==> config.mk <==
export PLATFORM = sky130hd
export DESIGN_NAME = fskd_ctrl
export DESIGN_NICKNAME = d
export VERILOG_FILES = /design/src/hdl/fskd_pkg.sv /design/src/hdl/fskd_ctrl.sv
export SDC_FILE = /design/constraint.sdc
export NUM_CORES = 1
export LEC_CHECK = 0
export BUFFER_PORTS_ARGS = -buffer_cell sky130_fd_sc_hd__buf_4
export CORE_AREA = 2 2 39 41
export DETAILED_ROUTE_END_ITERATION = 6
export DIE_AREA = 0 0 41 43
export GPL_TIMING_DRIVEN = 0
export SYNTH_ARGS = -nofsm -noshare
export SYNTH_HDL_FRONTEND = slang
export SYNTH_SLANG_ARGS = --single-unit
==> constraint.sdc <==
create_clock -name clk -period 2.7 [get_ports clk]
set_input_delay 0.405 -clock clk [delete_from_list [all_inputs] [get_ports clk]]
set_output_delay 0.405 -clock clk [all_outputs]
set_load 0.02 [all_outputs]
==> src/hdl/fskd_pkg.sv <==
`timescale 1ns / 1ps

package fskd_pkg;

	localparam int MAX_SLOTS    = 256;
	localparam int SECTOR_BYTES = 4096;

	localparam int SLOT_AW = $clog2(MAX_SLOTS);
	localparam int CNT_W   = SLOT_AW + 1;
	localparam int KEY_W   = 16;
	localparam int ADDR_W  = 32;
	localparam int LOG2_W  = 4;
	localparam int LEN_W   = 13;
	localparam int KIND_W  = 3;
	localparam int STAT_W  = 3;
	localparam int ENT_W   = 2;
	localparam int CFG_IW  = 2;

	localparam logic [LOG2_W-1:0] LOG2_MIN = LOG2_W'(2);
	localparam logic [LOG2_W-1:0] LOG2_MAX = LOG2_W'($clog2(SECTOR_BYTES) > 12 ?
		12 : $clog2(SECTOR_BYTES));

	localparam logic [KIND_W-1:0] KIND_LOOKUP    = 3'd0;
	localparam logic [KIND_W-1:0] KIND_WRITE     = 3'd1;
	localparam logic [KIND_W-1:0] KIND_ERASE     = 3'd2;
	localparam logic [KIND_W-1:0] KIND_ERASE_ALL = 3'd3;
	localparam logic [KIND_W-1:0] KIND_READ_IDX  = 3'd4;

	localparam logic [STAT_W-1:0] ST_OK        = 3'd0;
	localparam logic [STAT_W-1:0] ST_CREATED   = 3'd1;
	localparam logic [STAT_W-1:0] ST_NOT_FOUND = 3'd2;
	localparam logic [STAT_W-1:0] ST_TOO_LARGE = 3'd3;
	localparam logic [STAT_W-1:0] ST_BAD_INDEX = 3'd4;
	localparam logic [STAT_W-1:0] ST_DONE      = 3'd5;

	localparam logic [ENT_W-1:0] ENT_FREE  = 2'd0;
	localparam logic [ENT_W-1:0] ENT_VALID = 2'd1;
	localparam logic [ENT_W-1:0] ENT_DEAD  = 2'd2;

	localparam logic [CFG_IW-1:0] CFG_BASE  = 2'd0;
	localparam logic [CFG_IW-1:0] CFG_LOG2  = 2'd1;
	localparam logic [CFG_IW-1:0] CFG_COUNT = 2'd2;

	typedef struct packed {
		logic [KIND_W-1:0]  kind;
		logic [KEY_W-1:0]   search_key;
		logic [LEN_W-1:0]   payload_length;
		logic               auto_create;
		logic [SLOT_AW-1:0] slot_number;
	} fskd_req_t;

	typedef struct packed {
		logic [STAT_W-1:0]  status;
		logic [SLOT_AW-1:0] slot_index;
		logic [ADDR_W-1:0]  byte_address;
		logic               free_slot_valid;
		logic [SLOT_AW-1:0] free_slot;
	} fskd_rsp_t;

	typedef struct packed {
		logic start;
		logic scan_en;
		logic commit;
	} fskd_cmd_t;

	typedef struct packed {
		logic need_scan;
		logic scan_hit;
		logic scan_done;
		logic out_free;
	} fskd_sts_t;

	function automatic logic [LOG2_W-1:0] eff_log2(input logic [LOG2_W-1:0] l);
		logic [LOG2_W-1:0] r;
		r = l;
		if (r < LOG2_MIN) r = LOG2_MIN;
		if (r > LOG2_MAX) r = LOG2_MAX;
		return r;
	endfunction

endpackage

==> src/hdl/fskd_ctrl.sv <==
`timescale 1ns / 1ps

module fskd_ctrl import fskd_pkg::*; (
	input  logic      clk,
	input  logic      arst_n,
	input  logic      req_valid,
	output logic      req_stall,
	input  fskd_sts_t sts,
	output fskd_cmd_t cmd
);

	localparam logic [1:0] S_IDLE = 2'd0;
	localparam logic [1:0] S_SCAN = 2'd1;
	localparam logic [1:0] S_FIN  = 2'd2;

	logic [1:0] state_q;

	assign req_stall   = (state_q != S_IDLE);
	assign cmd.start   = req_valid && (state_q == S_IDLE);
	assign cmd.scan_en = (state_q == S_SCAN);
	assign cmd.commit  = (state_q == S_FIN) && sts.out_free;

	always_ff @(posedge clk or negedge arst_n) begin
		if (!arst_n) begin
			state_q <= S_IDLE;
		end else begin
			unique case (state_q)
				S_IDLE: begin
					if (cmd.start) state_q <= sts.need_scan ? S_SCAN : S_FIN;
				end
				S_SCAN: begin
					if (sts.scan_hit || sts.scan_done) state_q <= S_FIN;
				end
				S_FIN: begin
					if (sts.out_free) state_q <= S_IDLE;
				end
				default: state_q <= S_IDLE;
			endcase
		end
	end

endmodule

==> results of run 1 <==
==> placed cells by master, fill, tap and decap left out, drive strengths merged, types with 2 or more instances in the layout <==
cell type / count
buf: 10
clkbuf: 3
or2: 2
dfrtp: 2
==> metal layers <==
metal	vias to the layer above	share of wire, %	GRT usage (%)
met3	0	13	4.71
met1	62	36	3.22
met2	7	51	7.81
met4	0	0	8.00
met5	-	0	0
li1	79	-	-
==> report_power, final <==
part           internal (mW)  switching, mW  leakage (nW)  total, mW
clock network         0.0490         0.0162        0.0138     0.0651
logic                 0.0399         0.0331        0.0916     0.0730
registers             0.0373        0.00914        0.0258     0.0465
==> stage by stage <==
| stage | instance area, sq um | utilization [%] | std cells | hold WS (ps) | total power [mW] |
|---|---|---|---|---|---|
| detailed placement | 228 | 16.5 | 40 | 192 | 0.120 |
| floorplan | 133 | - | 14 | 109 | 0.0874 |
| CTS | 260 | 18.8 | 44 | 457 | 0.190 |
| global placement | 228 | 16.5 | 40 | 188 | 0.119 |
| finish | 260 | 18.8 | 44 | 456 | 0.185 |
| global route | 260 | 18.8 | 44 | 461 | 0.201 |
==> worst register-to-register path, stage by stage, from the launching register on <==
cell	delay, ps
dfrtp_1	400
or3b_1	360
a21oi_1	130
==> cell families (layout without fill, tap and decap cells) <==
logic type / after synthesis / in the layout
flip-flops: 2 / 2
AO/OA/AOI/OAI: 2 / 2
AND/OR/NAND/NOR: 9 / 9
buffers and inverters: 1 / 15
==> worst max-delay path by stage <==
| stage | startpoint | endpoint |
|---|---|---|
| after floorplan | state_q[1] | cmd[2] |
| after global placement | state_q[1] | cmd[2] |
| after detailed placement | state_q[1] | cmd[2] |
| after CTS | state_q[1] | cmd[2] |
| after global routing | state_q[0] | cmd[2] |
| final | state_q[1] | cmd[2] |
==> area by class of cell <==
class                           count  area, sq um
Sequential cell                     2         50.0
Fill cell                         158         1120
Timing Repair Buffer               11         85.1
Inverter                            1         3.75
Multi-Input combinational cell     11         78.8
Tap cell                           16         20.0
Clock buffer                        3         22.5
==> out/metrics.cfg, run 1 <==
[run_status]
outcome = finished clean

[worst_setup_path]
critPathTopFamily = simple AND/OR/NAND/NOR gates
path_buf_inv = 1
cp_max_fo = 6
reg2reg_slack_ps = 1730
slowest_delay_ps = 410
r2r-start = state_q[0]
path_cells = or2_2 > nor2_1 > buf_4
required_ps = 2300
endpoint_kind = output pin
path_class = flip-flop to output pin
crit_slowest_cell = dfrtp_1
crit_cells = 3
start_kind = flip-flop
reg2reg_to = state_q[0]
rr_worst_depth = 2
arrival_ps = 1170

[synth]
postSynth.asyncResetShare_pct = 100
yosysTopAreaCellShare_pct = 37.7
ys_seq_area_share_pct = 37.7
synth_top_cell_by_area = dfrtp_1
synth_nets = 21
yosys-top-cells-area = dfrtp_1, or2_2, and3b_2
ys_seq_elements = 2
synthMuxAreaShare_pct = 0
synthAdderAreaFrac_pct = 0
synthFlopType = dfrtp_1
yosys-top-cells-count = dfrtp_1, or2_2
synthSimpleGateAreaFrac_pct = 49.1
synthXorXnorAreaFrac_pct = 0
ys_types = 12
yosysWarnings = 0
syn_area_sq_um = 133
synth_top_family_by_area = simple AND/OR/NAND/NOR gates
netlist_instances = 14
synth_compound_area_share_pct = 10.4
synth_enable_flop_cells = 0
synth.avg_cell_area_sq_um = 9.47

[min_path]
holdPathStages = 3
min_path_type = input port to flip-flop
worstHoldStart = sts[2]
min_to = state_q[0]

[floorplan]
die_w_um = 41
die_height_um = 43
io_pins = 11
dieArea_sq_um = 1760
start_util_pct = 9.58
rows = 14
core_area_sq_um = 1380

[routing]
vias = 148
via_per_inst = 3.36
antenna_left = 0
drtIter0Drc = 1
drc = 0
firstDrtPassIters = 2
wl_per_cell_um = 7.57
drt_wl_total_um = 333

[sta]
rsz0062_at_grt = false
maxSlewViolCount = 0
setup_ws_ps = 1120
max_slew_margin_pct = 83.0
setup_viol = 0
fin_crit_sh_pct = 58.5
fin_setup_tns_ps = 0
min_period_ps = 1580
hold_violations = 0
finClkSkew_ps = 1.95
fmax_mhz = 633
worst_slew_pin_slew_ps = 252

[global_route]
grt_pass1_vias = 174
track_usage_pct = 5.62
grt_pass1_wl_um = 558
grt_max_degree = 8
antenna_found_initial = 0
overflow = 0

[final_layout]
layout-drive-gt1-share_pct = 57.1
largest_reg_flops = 2
finalNetCount = 37
top_register = state_q
top_regs = state_q (2)
antenna_cells = 0
syn2layout_area_growth_pct = 96.2

[pwr]
cellPowerDensity_nw_per_um2 = 709
peakVddDrop_uv = 101
p_leak_nw = 0.131

[run]
cap_viol_max_count = 0

[cts]
holdBufCountCts = 1
root_buffer = clkbuf_4
clk_latency_ps = 220
path_clk_slew_ps = 30
cts_buffers = 3
cts_tree = done
cts.htree.levels = 1
cts_resized = 0
clkSinkCount = 2
postCtsSetupBuffers = 0
ctsLongestPathBuffers = 2

[placed_design]
dp_hpwl_um = 264
preCtsSetupSlack_ps = 1340
port_buffers = 10
gp_congestion = 0.621

(Power assumes the default switching activity.)
==> run 2, diff against run 1 <==
==> constraint.sdc (replaced) <==
create_clock -name clk -period 1.45 [get_ports clk]
set_input_delay 0.2175 -clock clk [delete_from_list [all_inputs] [get_ports clk]]
set_output_delay 0.2175 -clock clk [all_outputs]
set_load 0.02 [all_outputs]
==> out/metrics.cfg, run 2 (synthesis results as in run 1) <==
[cts]
clk_latency_ps = 220  ; about the same
cts_tree = done  ; unchanged
ctsLongestPathBuffers = 2  ; unchanged
clkSinkCount = 2  ; unchanged
cts_buffers = 3  ; unchanged
cts.htree.levels = 1  ; unchanged
path_clk_slew_ps = 30  ; about the same
root_buffer = clkbuf_4  ; unchanged

[sta]
hold_violations = 0  ; unchanged
fin_setup_tns_ps = 0  ; unchanged
min_period_ps = 1390
fin_crit_sh_pct = 95.8
finClkSkew_ps = 1.95  ; unchanged
worst_slew_pin_slew_ps = 253  ; was 252 ps
rsz0062_at_grt = false  ; unchanged
setup_viol = 0  ; unchanged
fmax_mhz = 720
max_slew_margin_pct = 82.9  ; was 83.0%
maxSlewViolCount = 0  ; unchanged

[placed_design]
gp_congestion = 0.621  ; unchanged
port_buffers = 10  ; unchanged
placed_cell_area_sq_um = 228  ; unchanged
dp_hpwl_um = 264  ; unchanged

[pwr]
peakVddDrop_uv = 188  ; was 101 uV
p_leak_nw = 0.136  ; was 0.131 nW
p_total_mw = 0.350  ; was 0.185 mW
cellPowerDensity_nw_per_um2 = 1310  ; was 709 nW/um^2

[final_layout]
final_area_sq_um = 268  ; was 260 sq um
final_common_cell = buf_4  ; unchanged
layout_common_cells = buf_4, clkbuf_4, or2_2, dfrtp_1  ; unchanged
multi_input_area_sq_um = 78.8  ; unchanged
seqCellArea_sq_um = 50.0  ; unchanged
layout-drive-gt1-share_pct = 58.6  ; was 57.1%
syn2layout_area_growth_pct = 102  ; was 96.2%
finalNetCount = 38  ; was 37
top_regs = state_q (2)  ; unchanged
largest_reg_flops = 2  ; unchanged
top_register = state_q  ; unchanged
fillers = 159  ; was 158
antenna_cells = 0  ; unchanged

[routing]
antenna_left = 0  ; unchanged
drc = 0  ; unchanged
vias = 155  ; was 148
wl_per_cell_um = 7.58  ; was 7.57 um
via_per_inst = 3.44  ; was 3.36
firstDrtPassIters = 2  ; unchanged
drtIter0Drc = 1  ; unchanged
drt_wl_total_um = 341  ; was 333 um

[floorplan]
start_util_pct = 9.58  ; unchanged
die_w_um = 41  ; unchanged
dieArea_sq_um = 1760  ; unchanged
die_height_um = 43  ; unchanged
core_area_sq_um = 1380  ; unchanged
io_pins = 11  ; unchanged
rows = 14  ; unchanged

[worst_setup_path]
crit_path_start = state_q[1]  ; unchanged
cp_max_fo = 6  ; unchanged
path_class = flip-flop to output pin  ; unchanged
endpoint_kind = output pin  ; unchanged
r2r-start = state_q[0]  ; unchanged
arrival_ps = 1170  ; about the same
rr_worst_depth = 3  ; was 2
reg2reg_to = state_q[0]  ; unchanged
required_ps = 1230  ; was 2300 ps
reg2reg_slack_ps = 390  ; was 1730 ps
crit_end = cmd[2]  ; unchanged
start_kind = flip-flop  ; unchanged

[min_path]
worstHoldStart = sts[2]  ; unchanged
min_path_type = input port to flip-flop  ; unchanged

[run]
cap_viol_max_count = 0  ; unchanged

[global_route]
track_usage_pct = 5.62  ; unchanged
grt_pass1_vias = 174  ; unchanged
overflow = 0  ; unchanged
grt_pass1_wl_um = 558  ; unchanged
antenna_found_initial = 0  ; unchanged
grt_max_degree = 8  ; unchanged

[run_status]
outcome = finished clean  ; unchanged

## run 2: repair_timing
item / 4_1_cts / 5_1_grt
endpoints found under the hold margin: 2 / 0
setup endpoints to repair: 0 / 1
resized for setup: 0 / 0
buffers inserted: 0 / 1
hold buffers: 1 / 0
## run 2: layer usage
metal	vias up	GRT usage, %	part of all wire, %	wire length [um]
met4	0	8.00	0	0
met1	67	3.22	35	120
met2	7	7.81	52	177
met3	0	4.71	13	43
met5	-	0	0	0
li1	81	-	-	-
## run 2: layout make-up
class / instances / share of cell area [%]
Clock buffer: 3 / 8.41
Inverter: 1 / 1.40
Sequential cell: 2 / 18.7
Tap cell: 16 / 7.48
Timing Repair Buffer: 12 / 34.6
Multi-Input combinational cell: 11 / 29.4
## run 2: worst min-delay path by stage
stage | endpoint | slack [ps] | depth (start not counted)
after floorplan | state_q[0] | -80 | 0
after global placement | state_q[0] | 0.1 | 1
after detailed placement | state_q[1] | 4 | 1
after CTS | state_q[0] | 270 | 3
after global routing | state_q[0] | 270 | 3
final | state_q[0] | 270 | 3
## run 2: where the power goes
group / internal, mW / switching (mW) / total [mW]
Sequential: 0.0696 / 0.0154 / 0.0849
Combinational: 0.0792 / 0.0645 / 0.144
Clock: 0.0912 / 0.0301 / 0.121
## run 2: critical path, cell delays in order (launching register included)
cell,delay (ps)
dfrtp_1,400
or2_2,320
nor2_1,90
buf_4,140
## run 2: stage by stage
step	hold WS (ps)	setup WS [ps]	util [%]	instances
after floorplan	-78.1	167	-	14
after global placement	0.0961	294	16.5	40
after detailed placement	4.01	281	16.5	40
after CTS	269	40.3	18.8	44
after global routing	274	0.953	19.3	45
final	268	60.9	19.3	45
