<file path="src/hdl/fskd_pkg.sv">
`timescale 1ns / 1ps

package fskd_pkg;

	localparam int MAX_SLOTS    = 256;
	localparam int SECTOR_BYTES = 4096;

	localparam int SLOT_AW = $clog2(MAX_SLOTS);
	localparam int CNT_W   = SLOT_AW + 1;
	localparam int KEY_W   = 16;
	localparam int ADDR_W  = 32;
	localparam int LOG2_W  = 4;
	localparam int LEN_W   = 13;
	localparam int KIND_W  = 3;
	localparam int STAT_W  = 3;
	localparam int ENT_W   = 2;
	localparam int CFG_IW  = 2;

	localparam logic [LOG2_W-1:0] LOG2_MIN = LOG2_W'(2);
	localparam logic [LOG2_W-1:0] LOG2_MAX = LOG2_W'($clog2(SECTOR_BYTES) > 12 ?
		12 : $clog2(SECTOR_BYTES));

	localparam logic [KIND_W-1:0] KIND_LOOKUP    = 3'd0;
	localparam logic [KIND_W-1:0] KIND_WRITE     = 3'd1;
	localparam logic [KIND_W-1:0] KIND_ERASE     = 3'd2;
	localparam logic [KIND_W-1:0] KIND_ERASE_ALL = 3'd3;
	localparam logic [KIND_W-1:0] KIND_READ_IDX  = 3'd4;

	localparam logic [STAT_W-1:0] ST_OK        = 3'd0;
	localparam logic [STAT_W-1:0] ST_CREATED   = 3'd1;
	localparam logic [STAT_W-1:0] ST_NOT_FOUND = 3'd2;
	localparam logic [STAT_W-1:0] ST_TOO_LARGE = 3'd3;
	localparam logic [STAT_W-1:0] ST_BAD_INDEX = 3'd4;
	localparam logic [STAT_W-1:0] ST_DONE      = 3'd5;

	localparam logic [ENT_W-1:0] ENT_FREE  = 2'd0;
	localparam logic [ENT_W-1:0] ENT_VALID = 2'd1;
	localparam logic [ENT_W-1:0] ENT_DEAD  = 2'd2;

	localparam logic [CFG_IW-1:0] CFG_BASE  = 2'd0;
	localparam logic [CFG_IW-1:0] CFG_LOG2  = 2'd1;
	localparam logic [CFG_IW-1:0] CFG_COUNT = 2'd2;

	typedef struct packed {
		logic [KIND_W-1:0]  kind;
		logic [KEY_W-1:0]   search_key;
		logic [LEN_W-1:0]   payload_length;
		logic               auto_create;
		logic [SLOT_AW-1:0] slot_number;
	} fskd_req_t;

	typedef struct packed {
		logic [STAT_W-1:0]  status;
		logic [SLOT_AW-1:0] slot_index;
		logic [ADDR_W-1:0]  byte_address;
		logic               free_slot_valid;
		logic [SLOT_AW-1:0] free_slot;
	} fskd_rsp_t;

	typedef struct packed {
		logic start;
		logic scan_en;
		logic commit;
	} fskd_cmd_t;

	typedef struct packed {
		logic need_scan;
		logic scan_hit;
		logic scan_done;
		logic out_free;
	} fskd_sts_t;

	function automatic logic [LOG2_W-1:0] eff_log2(input logic [LOG2_W-1:0] l);
		logic [LOG2_W-1:0] r;
		r = l;
		if (r < LOG2_MIN) r = LOG2_MIN;
		if (r > LOG2_MAX) r = LOG2_MAX;
		return r;
	endfunction

endpackage

</file>
<file path="src/hdl/fskd_dp.sv">
`timescale 1ns / 1ps

module fskd_dp import fskd_pkg::*; (
	input  logic                clk,
	input  logic                arst_n,
	input  logic                cfg_we,
	input  logic [CFG_IW-1:0]   cfg_index,
	input  logic [ADDR_W-1:0]   cfg_wdata,
	input  fskd_req_t           req,
	output fskd_rsp_t           rsp,
	output logic                rsp_valid,
	input  logic                rsp_stall,
	input  fskd_cmd_t           cmd,
	output fskd_sts_t           sts
);

	logic [ADDR_W-1:0] base_q;
	logic [LOG2_W-1:0] log2_q;
	logic [CNT_W-1:0]  count_q;

	logic [LOG2_W-1:0] lg;
	logic [CNT_W-1:0]  cnt_eff;
	logic [LEN_W-1:0]  slot_bytes;

	fskd_req_t req_q;

	// directory: {state, key}; an entry whose valid bit is clear reads as free
	logic [ENT_W+KEY_W-1:0] mem_q [MAX_SLOTS];
	logic [MAX_SLOTS-1:0]   vld_q;
	logic [ENT_W+KEY_W-1:0] rd_s1;
	logic                   ent_vld_s1;

	logic [CNT_W-1:0]   addr_q;
	logic               issue;
	logic               chk_vld_s1;
	logic [SLOT_AW-1:0] chk_idx_s1;
	logic [ENT_W-1:0]   ent_st;
	logic               hit_now;
	logic               free_now;

	logic               ff_vld_q;
	logic [SLOT_AW-1:0] ff_q;
	logic               hit_vld_q;
	logic [SLOT_AW-1:0] hit_q;

	fskd_rsp_t          rsp_q;
	fskd_rsp_t          rsp_n;
	logic               rsp_valid_q;
	logic [SLOT_AW-1:0] sel_idx;
	logic               use_addr;
	logic               too_large;
	logic               mem_we;
	logic [SLOT_AW-1:0] mem_waddr;
	logic [ENT_W-1:0]   mem_wst;

	assign lg         = eff_log2(log2_q);
	assign cnt_eff    = (count_q > CNT_W'(MAX_SLOTS)) ? CNT_W'(MAX_SLOTS) : count_q;
	assign slot_bytes = LEN_W'(1) << lg;

	always_ff @(posedge clk or negedge arst_n) begin
		if (!arst_n) begin
			base_q  <= '0;
			log2_q  <= LOG2_W'(8);
			count_q <= CNT_W'(16);
		end else if (cfg_we) begin
			unique case (cfg_index)
				CFG_BASE:  base_q  <= cfg_wdata;
				CFG_LOG2:  log2_q  <= cfg_wdata[LOG2_W-1:0];
				CFG_COUNT: count_q <= cfg_wdata[CNT_W-1:0];
				default: ;
			endcase
		end
	end

	assign sts.need_scan = (cnt_eff != '0) &&
		((req.kind == KIND_LOOKUP) || (req.kind == KIND_ERASE) ||
		((req.kind == KIND_WRITE) && (req.payload_length <= slot_bytes)));

	assign issue    = (addr_q < cnt_eff);
	assign ent_st   = ent_vld_s1 ? rd_s1[ENT_W+KEY_W-1:KEY_W] : ENT_FREE;
	assign hit_now  = cmd.scan_en && chk_vld_s1 && (ent_st == ENT_VALID) &&
		(rd_s1[KEY_W-1:0] == req_q.search_key);
	assign free_now = cmd.scan_en && chk_vld_s1 && (ent_st == ENT_FREE) && !ff_vld_q;

	assign sts.scan_hit  = hit_now;
	assign sts.scan_done = !chk_vld_s1 && !issue;
	assign sts.out_free  = !rsp_valid_q || !rsp_stall;

	always_ff @(posedge clk) begin
		if (mem_we) mem_q[mem_waddr] <= {mem_wst, req_q.search_key};
		rd_s1      <= mem_q[addr_q[SLOT_AW-1:0]];
		ent_vld_s1 <= vld_q[addr_q[SLOT_AW-1:0]];
		if (cmd.start) begin
			req_q <= req;
			ff_q  <= '0;
			hit_q <= '0;
		end else begin
			if (free_now) ff_q <= chk_idx_s1;
			if (hit_now) hit_q <= chk_idx_s1;
		end
		chk_idx_s1 <= addr_q[SLOT_AW-1:0];
		if (cmd.commit) rsp_q <= rsp_n;
	end

	always_ff @(posedge clk or negedge arst_n) begin
		if (!arst_n) begin
			addr_q      <= '0;
			chk_vld_s1  <= 1'b0;
			ff_vld_q    <= 1'b0;
			hit_vld_q   <= 1'b0;
			rsp_valid_q <= 1'b0;
			vld_q       <= '0;
		end else begin
			if (cmd.start) begin
				addr_q     <= '0;
				chk_vld_s1 <= 1'b0;
				ff_vld_q   <= 1'b0;
				hit_vld_q  <= 1'b0;
			end else if (cmd.scan_en) begin
				chk_vld_s1 <= issue;
				if (issue) addr_q <= addr_q + CNT_W'(1);
				if (free_now) ff_vld_q <= 1'b1;
				if (hit_now) hit_vld_q <= 1'b1;
			end else begin
				chk_vld_s1 <= 1'b0;
			end
			if (cmd.commit && (req_q.kind == KIND_ERASE_ALL)) vld_q <= '0;
			else if (mem_we) vld_q[mem_waddr] <= 1'b1;
			if (cmd.commit) rsp_valid_q <= 1'b1;
			else if (!rsp_stall) rsp_valid_q <= 1'b0;
		end
	end

	assign too_large = (req_q.payload_length > slot_bytes);

	always_comb begin
		rsp_n        = '0;
		rsp_n.status = ST_NOT_FOUND;
		sel_idx      = '0;
		use_addr     = 1'b0;
		mem_we       = 1'b0;
		mem_waddr    = hit_q;
		mem_wst      = ENT_DEAD;
		case (req_q.kind)
			KIND_LOOKUP: begin
				rsp_n.free_slot_valid = ff_vld_q;
				rsp_n.free_slot       = ff_q;
				if (hit_vld_q) begin
					rsp_n.status = ST_OK;
					sel_idx      = hit_q;
					use_addr     = 1'b1;
				end
			end
			KIND_WRITE: begin
				if (too_large) begin
					rsp_n.status = ST_TOO_LARGE;
				end else begin
					rsp_n.free_slot_valid = ff_vld_q;
					rsp_n.free_slot       = ff_q;
					if (hit_vld_q) begin
						rsp_n.status = ST_OK;
						sel_idx      = hit_q;
						use_addr     = 1'b1;
					end else if (req_q.auto_create && ff_vld_q) begin
						rsp_n.status = ST_CREATED;
						sel_idx      = ff_q;
						use_addr     = 1'b1;
						mem_we       = cmd.commit;
						mem_waddr    = ff_q;
						mem_wst      = ENT_VALID;
					end
				end
			end
			KIND_ERASE: begin
				rsp_n.free_slot_valid = ff_vld_q;
				rsp_n.free_slot       = ff_q;
				if (hit_vld_q) begin
					rsp_n.status = ST_OK;
					sel_idx      = hit_q;
					use_addr     = 1'b1;
					mem_we       = cmd.commit;
				end
			end
			KIND_ERASE_ALL: begin
				rsp_n.status = ST_DONE;
			end
			KIND_READ_IDX: begin
				if (CNT_W'(req_q.slot_number) >= cnt_eff) begin
					rsp_n.status = ST_BAD_INDEX;
				end else begin
					rsp_n.status = ST_OK;
					sel_idx      = req_q.slot_number;
					use_addr     = 1'b1;
				end
			end
			default: ;
		endcase
		rsp_n.slot_index   = sel_idx;
		rsp_n.byte_address = use_addr ? (base_q + (ADDR_W'(sel_idx) << lg)) : '0;
	end

	assign rsp       = rsp_q;
	assign rsp_valid = rsp_valid_q;

`ifndef SYNTH
	a_chk_in_range: assert property (@(posedge clk) disable iff (!arst_n)
		chk_vld_s1 |-> (CNT_W'(chk_idx_s1) < cnt_eff))
		else $error("scan checked a slot beyond the slot count");
	a_free_in_range: assert property (@(posedge clk) disable iff (!arst_n)
		(cmd.commit && ff_vld_q) |-> (CNT_W'(ff_q) < cnt_eff))
		else $error("free slot beyond the slot count");
	a_hit_in_range: assert property (@(posedge clk) disable iff (!arst_n)
		(cmd.commit && hit_vld_q) |-> (CNT_W'(hit_q) < cnt_eff))
		else $error("hit slot beyond the slot count");
	a_rsp_from_commit: assert property (@(posedge clk) disable iff (!arst_n)
		$rose(rsp_valid_q) |-> $past(cmd.commit))
		else $error("result raised without a commit");
`endif

endmodule

</file>
<file path="config.mk">
export PLATFORM = sky130hd
export DESIGN_NAME = fskd_dp
export DESIGN_NICKNAME = d
export VERILOG_FILES = /design/src/hdl/fskd_pkg.sv /design/src/hdl/fskd_dp.sv
export SDC_FILE = /design/constraint.sdc
export NUM_CORES = 2
export LEC_CHECK = 0
export BUFFER_PORTS_ARGS = -buffer_cell sky130_fd_sc_hd__clkbuf_2
export CORE_MARGIN = 1
export CORE_UTILIZATION = 30
export CTS_CLUSTER_DIAMETER = 80
export DETAILED_ROUTE_END_ITERATION = 7
export PLACE_DENSITY = 0.49
export SYNTH_ARGS = -nofsm -noshare
export SYNTH_HDL_FRONTEND = slang
export SYNTH_MEMORY_MAX_BITS = 65536
export SYNTH_SLANG_ARGS = --single-unit
export TNS_END_PERCENT = 10
</file>
<file path="constraint.sdc">
create_clock -name clk -period 15.1 [get_ports clk]
set_clock_uncertainty 0.2 [all_clocks]
set_input_delay 1.51 -clock clk [delete_from_list [all_inputs] [get_ports clk]]
set_output_delay 1.51 -clock clk [all_outputs]
set_load 0.005 [all_outputs]
</file>
==> impl_results.md <==
* Post-synth top area share at 71.7%
* Synth Register Bits at 5058
* Static Leak at 70.9 nW
* Grt ovf at 0
* Post-route minimum period at 7.82 ns
* Crit start category: flop
* Cell variety after synth at 83
* Largest net degree at the start of global routing at 193
* Post-synth top cells: 4701 x edfxtp_1, 1256 x mux4_2, 395 x nor2_1
* Layout area overhead at 15.6%
* Reg2reg setup slack at 7.28 ns
* Prevailing post-synth register cell: edfxtp_1
* RSZ-0062 raised after global routing: false
* Crit Path Category: flop to flop
* 1st-pass router iterations at 6
* Design Area, Final at 228000 sq um
* CP cell instances: inv_1 -> nand2_1 -> o211a_1 -> nor2_1 -> nand2_1 -> ha_1 -> nand4_1 -> a311oi_2 -> o41a_1 -> nor3_1 -> a221oi_1 -> mux2i_1 -> a221oi_1 -> a211oi_1 -> ha_1 -> nand4_1 -> o221ai_1 -> a21oi_1 -> o22ai_1 -> o21ai_0 -> o21ai_0 -> nand3_1 -> xor2_1 -> nor2_1
* R2R Path End: rsp[40]$_SDFFCE_PN0P_
* Die width at 812 um
* Critical Path Sink: rsp[40]$_SDFFCE_PN0P_
* Placed cell area at 210000 sq um
* Int Power at 24.4 mW
* Routed WL per cell at 32.0 um
* Hold Buf Count CTS at 0
* Placer Congestion at 0.852
* # IOs at 139
* Combinational power share at 9.5%
* CTS tree: done
* Power density cells at 140 nW/um^2
* Max cap viols at 0
* CTS Buf Count at 549
* Sequential area share after synthesis at 76.1%
* Sequential cell fraction of total power at 48.6%
* Starting Density at 30.1%
* Slew HR at -12.9%
* Root buffer cell: clkbuf_16
* Crit path buffers/inverters at 1
* Final Hold Violating Endpoints at 0
* Switch Pwr at 7.52 mW
* Final setup viols at 0
* Final worst-path cycle share at 51.8%
* Clock power frac at 41.8%
* Crit-path leading delay family: compound AO/OA/AOI/OAI gates
* Worst EP required at 15.71 ns
* Initial antenna violation count at 57
* Worst Tran Pin Value at 1.69 ns
* Die footprint at 660000 sq um
* Final ANT Viol Nets at 0
* Fraction of layout cells with a size suffix above 1 at 28.1%
* Max Freq at 128 MHz
* Synth Area per Inst at 21.3 sq um
* Slew Limit Fails at 65
* Worst Setup SP: log2_q[2]$_DFFE_PN0P_
* CP Depth at 24
* Post CTS Setup Buffer Count at 0
* Post-DP HPWL at 367000 um
* Clock Tree Buf Depth at 4
* Worst setup EP type: flop
* Core Rows at 297
* Port Buf Inserts at 138
* Critical Path Fanout Max at 16
* Worst EP arrival at 8.43 ns
* Number of flops mapped to enable cells by yosys at 4701
* Hold Crit Class: primary input to asynchronous set/reset pin
* Clk_lat worst skew at 1.09 ns
* Synthesized instance count at 9249
* Synth Cell Area at 197000 sq um
* Status: finished, violations left
* Layout Nets at 9893
* Post-CTS sizing at 0
* Iteration-0 DRC Markers at 11000
* Die H at 812 um
* Residual DRC count at 0
* Worst vdd ir at 0.116 mV
* FF-to-FF Start: log2_q[2]$_DFFE_PN0P_
* Reg2reg path depth at 24
* Total global-route track usage at 17.9%
* Switching portion of total power at 23.6%
* Failing checks: max-slew violations
* Global-route wire length before repair at 836000 um
* Clock sink count at 5058
* Final WL at 606000 um
* YS warnings at 0
* Largest cells by area after synthesis: edfxtp_1 72%, mux4_2 14%, dfrtp_1 4.0%
* Core Area at 654000 sq um
* Count leader, synth: edfxtp_1
* H-Tree Depth at 6
* Asr flop ratio synth at 6.21%
* Slowest-stage cell, CP: a221oi_1
* Reg clk slew, reported paths at 0.06 ns
* Vias in the first global route at 101000
* Crit path largest cell delay at 0.71 ns
* DR vias at 99300
* Drt via density at 5.25
* Largest area contributor in the netlist: edfxtp_1
* Final TNS setup at 0 ns
-- worst register-to-register path, delay by kind of cell (launching register included) --
family	cells	cell delay, ns
AOI/OAI and AO/OA	11	3.91
and+or+nand+nor	8	1.28
adders and majority gates	2	0.75
DFF	1	0.56
buffers and inverters	1	0.40
muxes	1	0.24
xor gates and xnor gates	1	0.18
-- stage by stage --
step / cells / power, mW / setup slack (ns) / utilization, % / hold slack (ns)
2_1_floorplan: 9257 / 17.8 / 3.72 / - / 0.172
3_3_place_gp: 17900 / 18.9 / 7.56 / 32.1 / 0.242
3_5_place_dp: 17900 / 18.9 / 7.56 / 32.1 / 0.251
4_1_cts: 18900 / 32.2 / 7.52 / 34.8 / 0.104
5_1_grt: 18900 / 32.8 / 6.83 / 34.8 / 0.148
6_report: 18900 / 31.9 / 7.28 / 34.8 / 0.169
-- logic make-up after synthesis --
group	after synthesis	share of synthesized area (%)
AOI/OAI and AO/OA	1035	3.71
xor gates and xnor gates	51	0.227
adders and majority gates	67	0.429
buffers and inverters	559	1.29
DFF	5058	76.1
muxes	1678	16.5
other	2	0.00381
and+or+nand+nor	799	1.71
-- how the worst min path moves through the flow --
stage                     cells after the start                  start               endpoint
after floorplan                               0  addr_q[5]$_DFFE_PN0P_  chk_idx_s1[5]$_DFF_P_
after global placement                        2  chk_idx_s1[1]$_DFF_P_  hit_q[1]$_SDFFE_PP0P_
after detailed placement                      2  chk_idx_s1[2]$_DFF_P_  hit_q[2]$_SDFFE_PP0P_
after CTS                                     1                 arst_n  vld_q[78]$_DFFE_PN0P_
after global routing                          1                 arst_n  vld_q[79]$_DFFE_PN0P_
final                                         1                 arst_n  vld_q[78]$_DFFE_PN0P_
-- flip-flops by register name (all words and copies together) (netlist names), 9 cells and up --
signal / flops
req_q: 41
rd_s1: 18
mem_q: 4608
base_q: 32
vld_q: 256
rsp: 52
count_q: 9
addr_q: 9
-- final cells by class --
type	count	area, sq um
Sequential cell	5058	150000
Tap cell	8671	10800
Fill cell	60500	426000
Clock buffer	738	15200
Timing Repair Buffer	448	3340
Multi-Input combinational cell	3640	45400
Inverter	47	200
Antenna cell	31	77.6
Clock inverter	277	2610
-- power by group through the flow --
stage	clock network, mW	logic, mW	registers [mW]
floorplan	0	1.84	15.9
global route	14.1	3.20	15.5
global placement	0	3.07	15.8
finish	13.4	3.05	15.5
detailed placement	0	3.10	15.8
CTS	13.6	3.10	15.5
-- routing by layer --
layer | vias up | part of all wire, % | wire, um | global-route usage (%)
li1 | 40000 | - | - | -
met1 | 54500 | 41 | 248000 | 24.1
met2 | 4019 | 49 | 297000 | 29.8
met3 | 841 | 6.7 | 40400 | 2.67
met4 | 2 | 3.3 | 20300 | 5.77
met5 | - | 0.0020 | 12 | 0
-- cell usage in the layout, fill, tap and decap left out, drive strengths merged, types with 43 or more instances in the layout --
cell | Yosys | routed
mux4 | 1256 | 1256
dfrtp | 312 | 312
nor2 | 395 | 395
o221ai | 171 | 171
mux2 | 51 | 51
ha | 66 | 66
mux2i | 371 | 371
a21oi | 163 | 163
inv | 44 | 74
clkinv | 3 | 201
a21o | 52 | 52
dfxtp | 43 | 43
edfxtp | 4701 | 4701
buf | 248 | 311
o21a | 189 | 189
o22ai | 130 | 130
o21ai | 135 | 135
clkbuf | 264 | 874
a211oi | 49 | 49
nand2 | 240 | 240
Note: power is estimated with default switching activity, not from simulation.
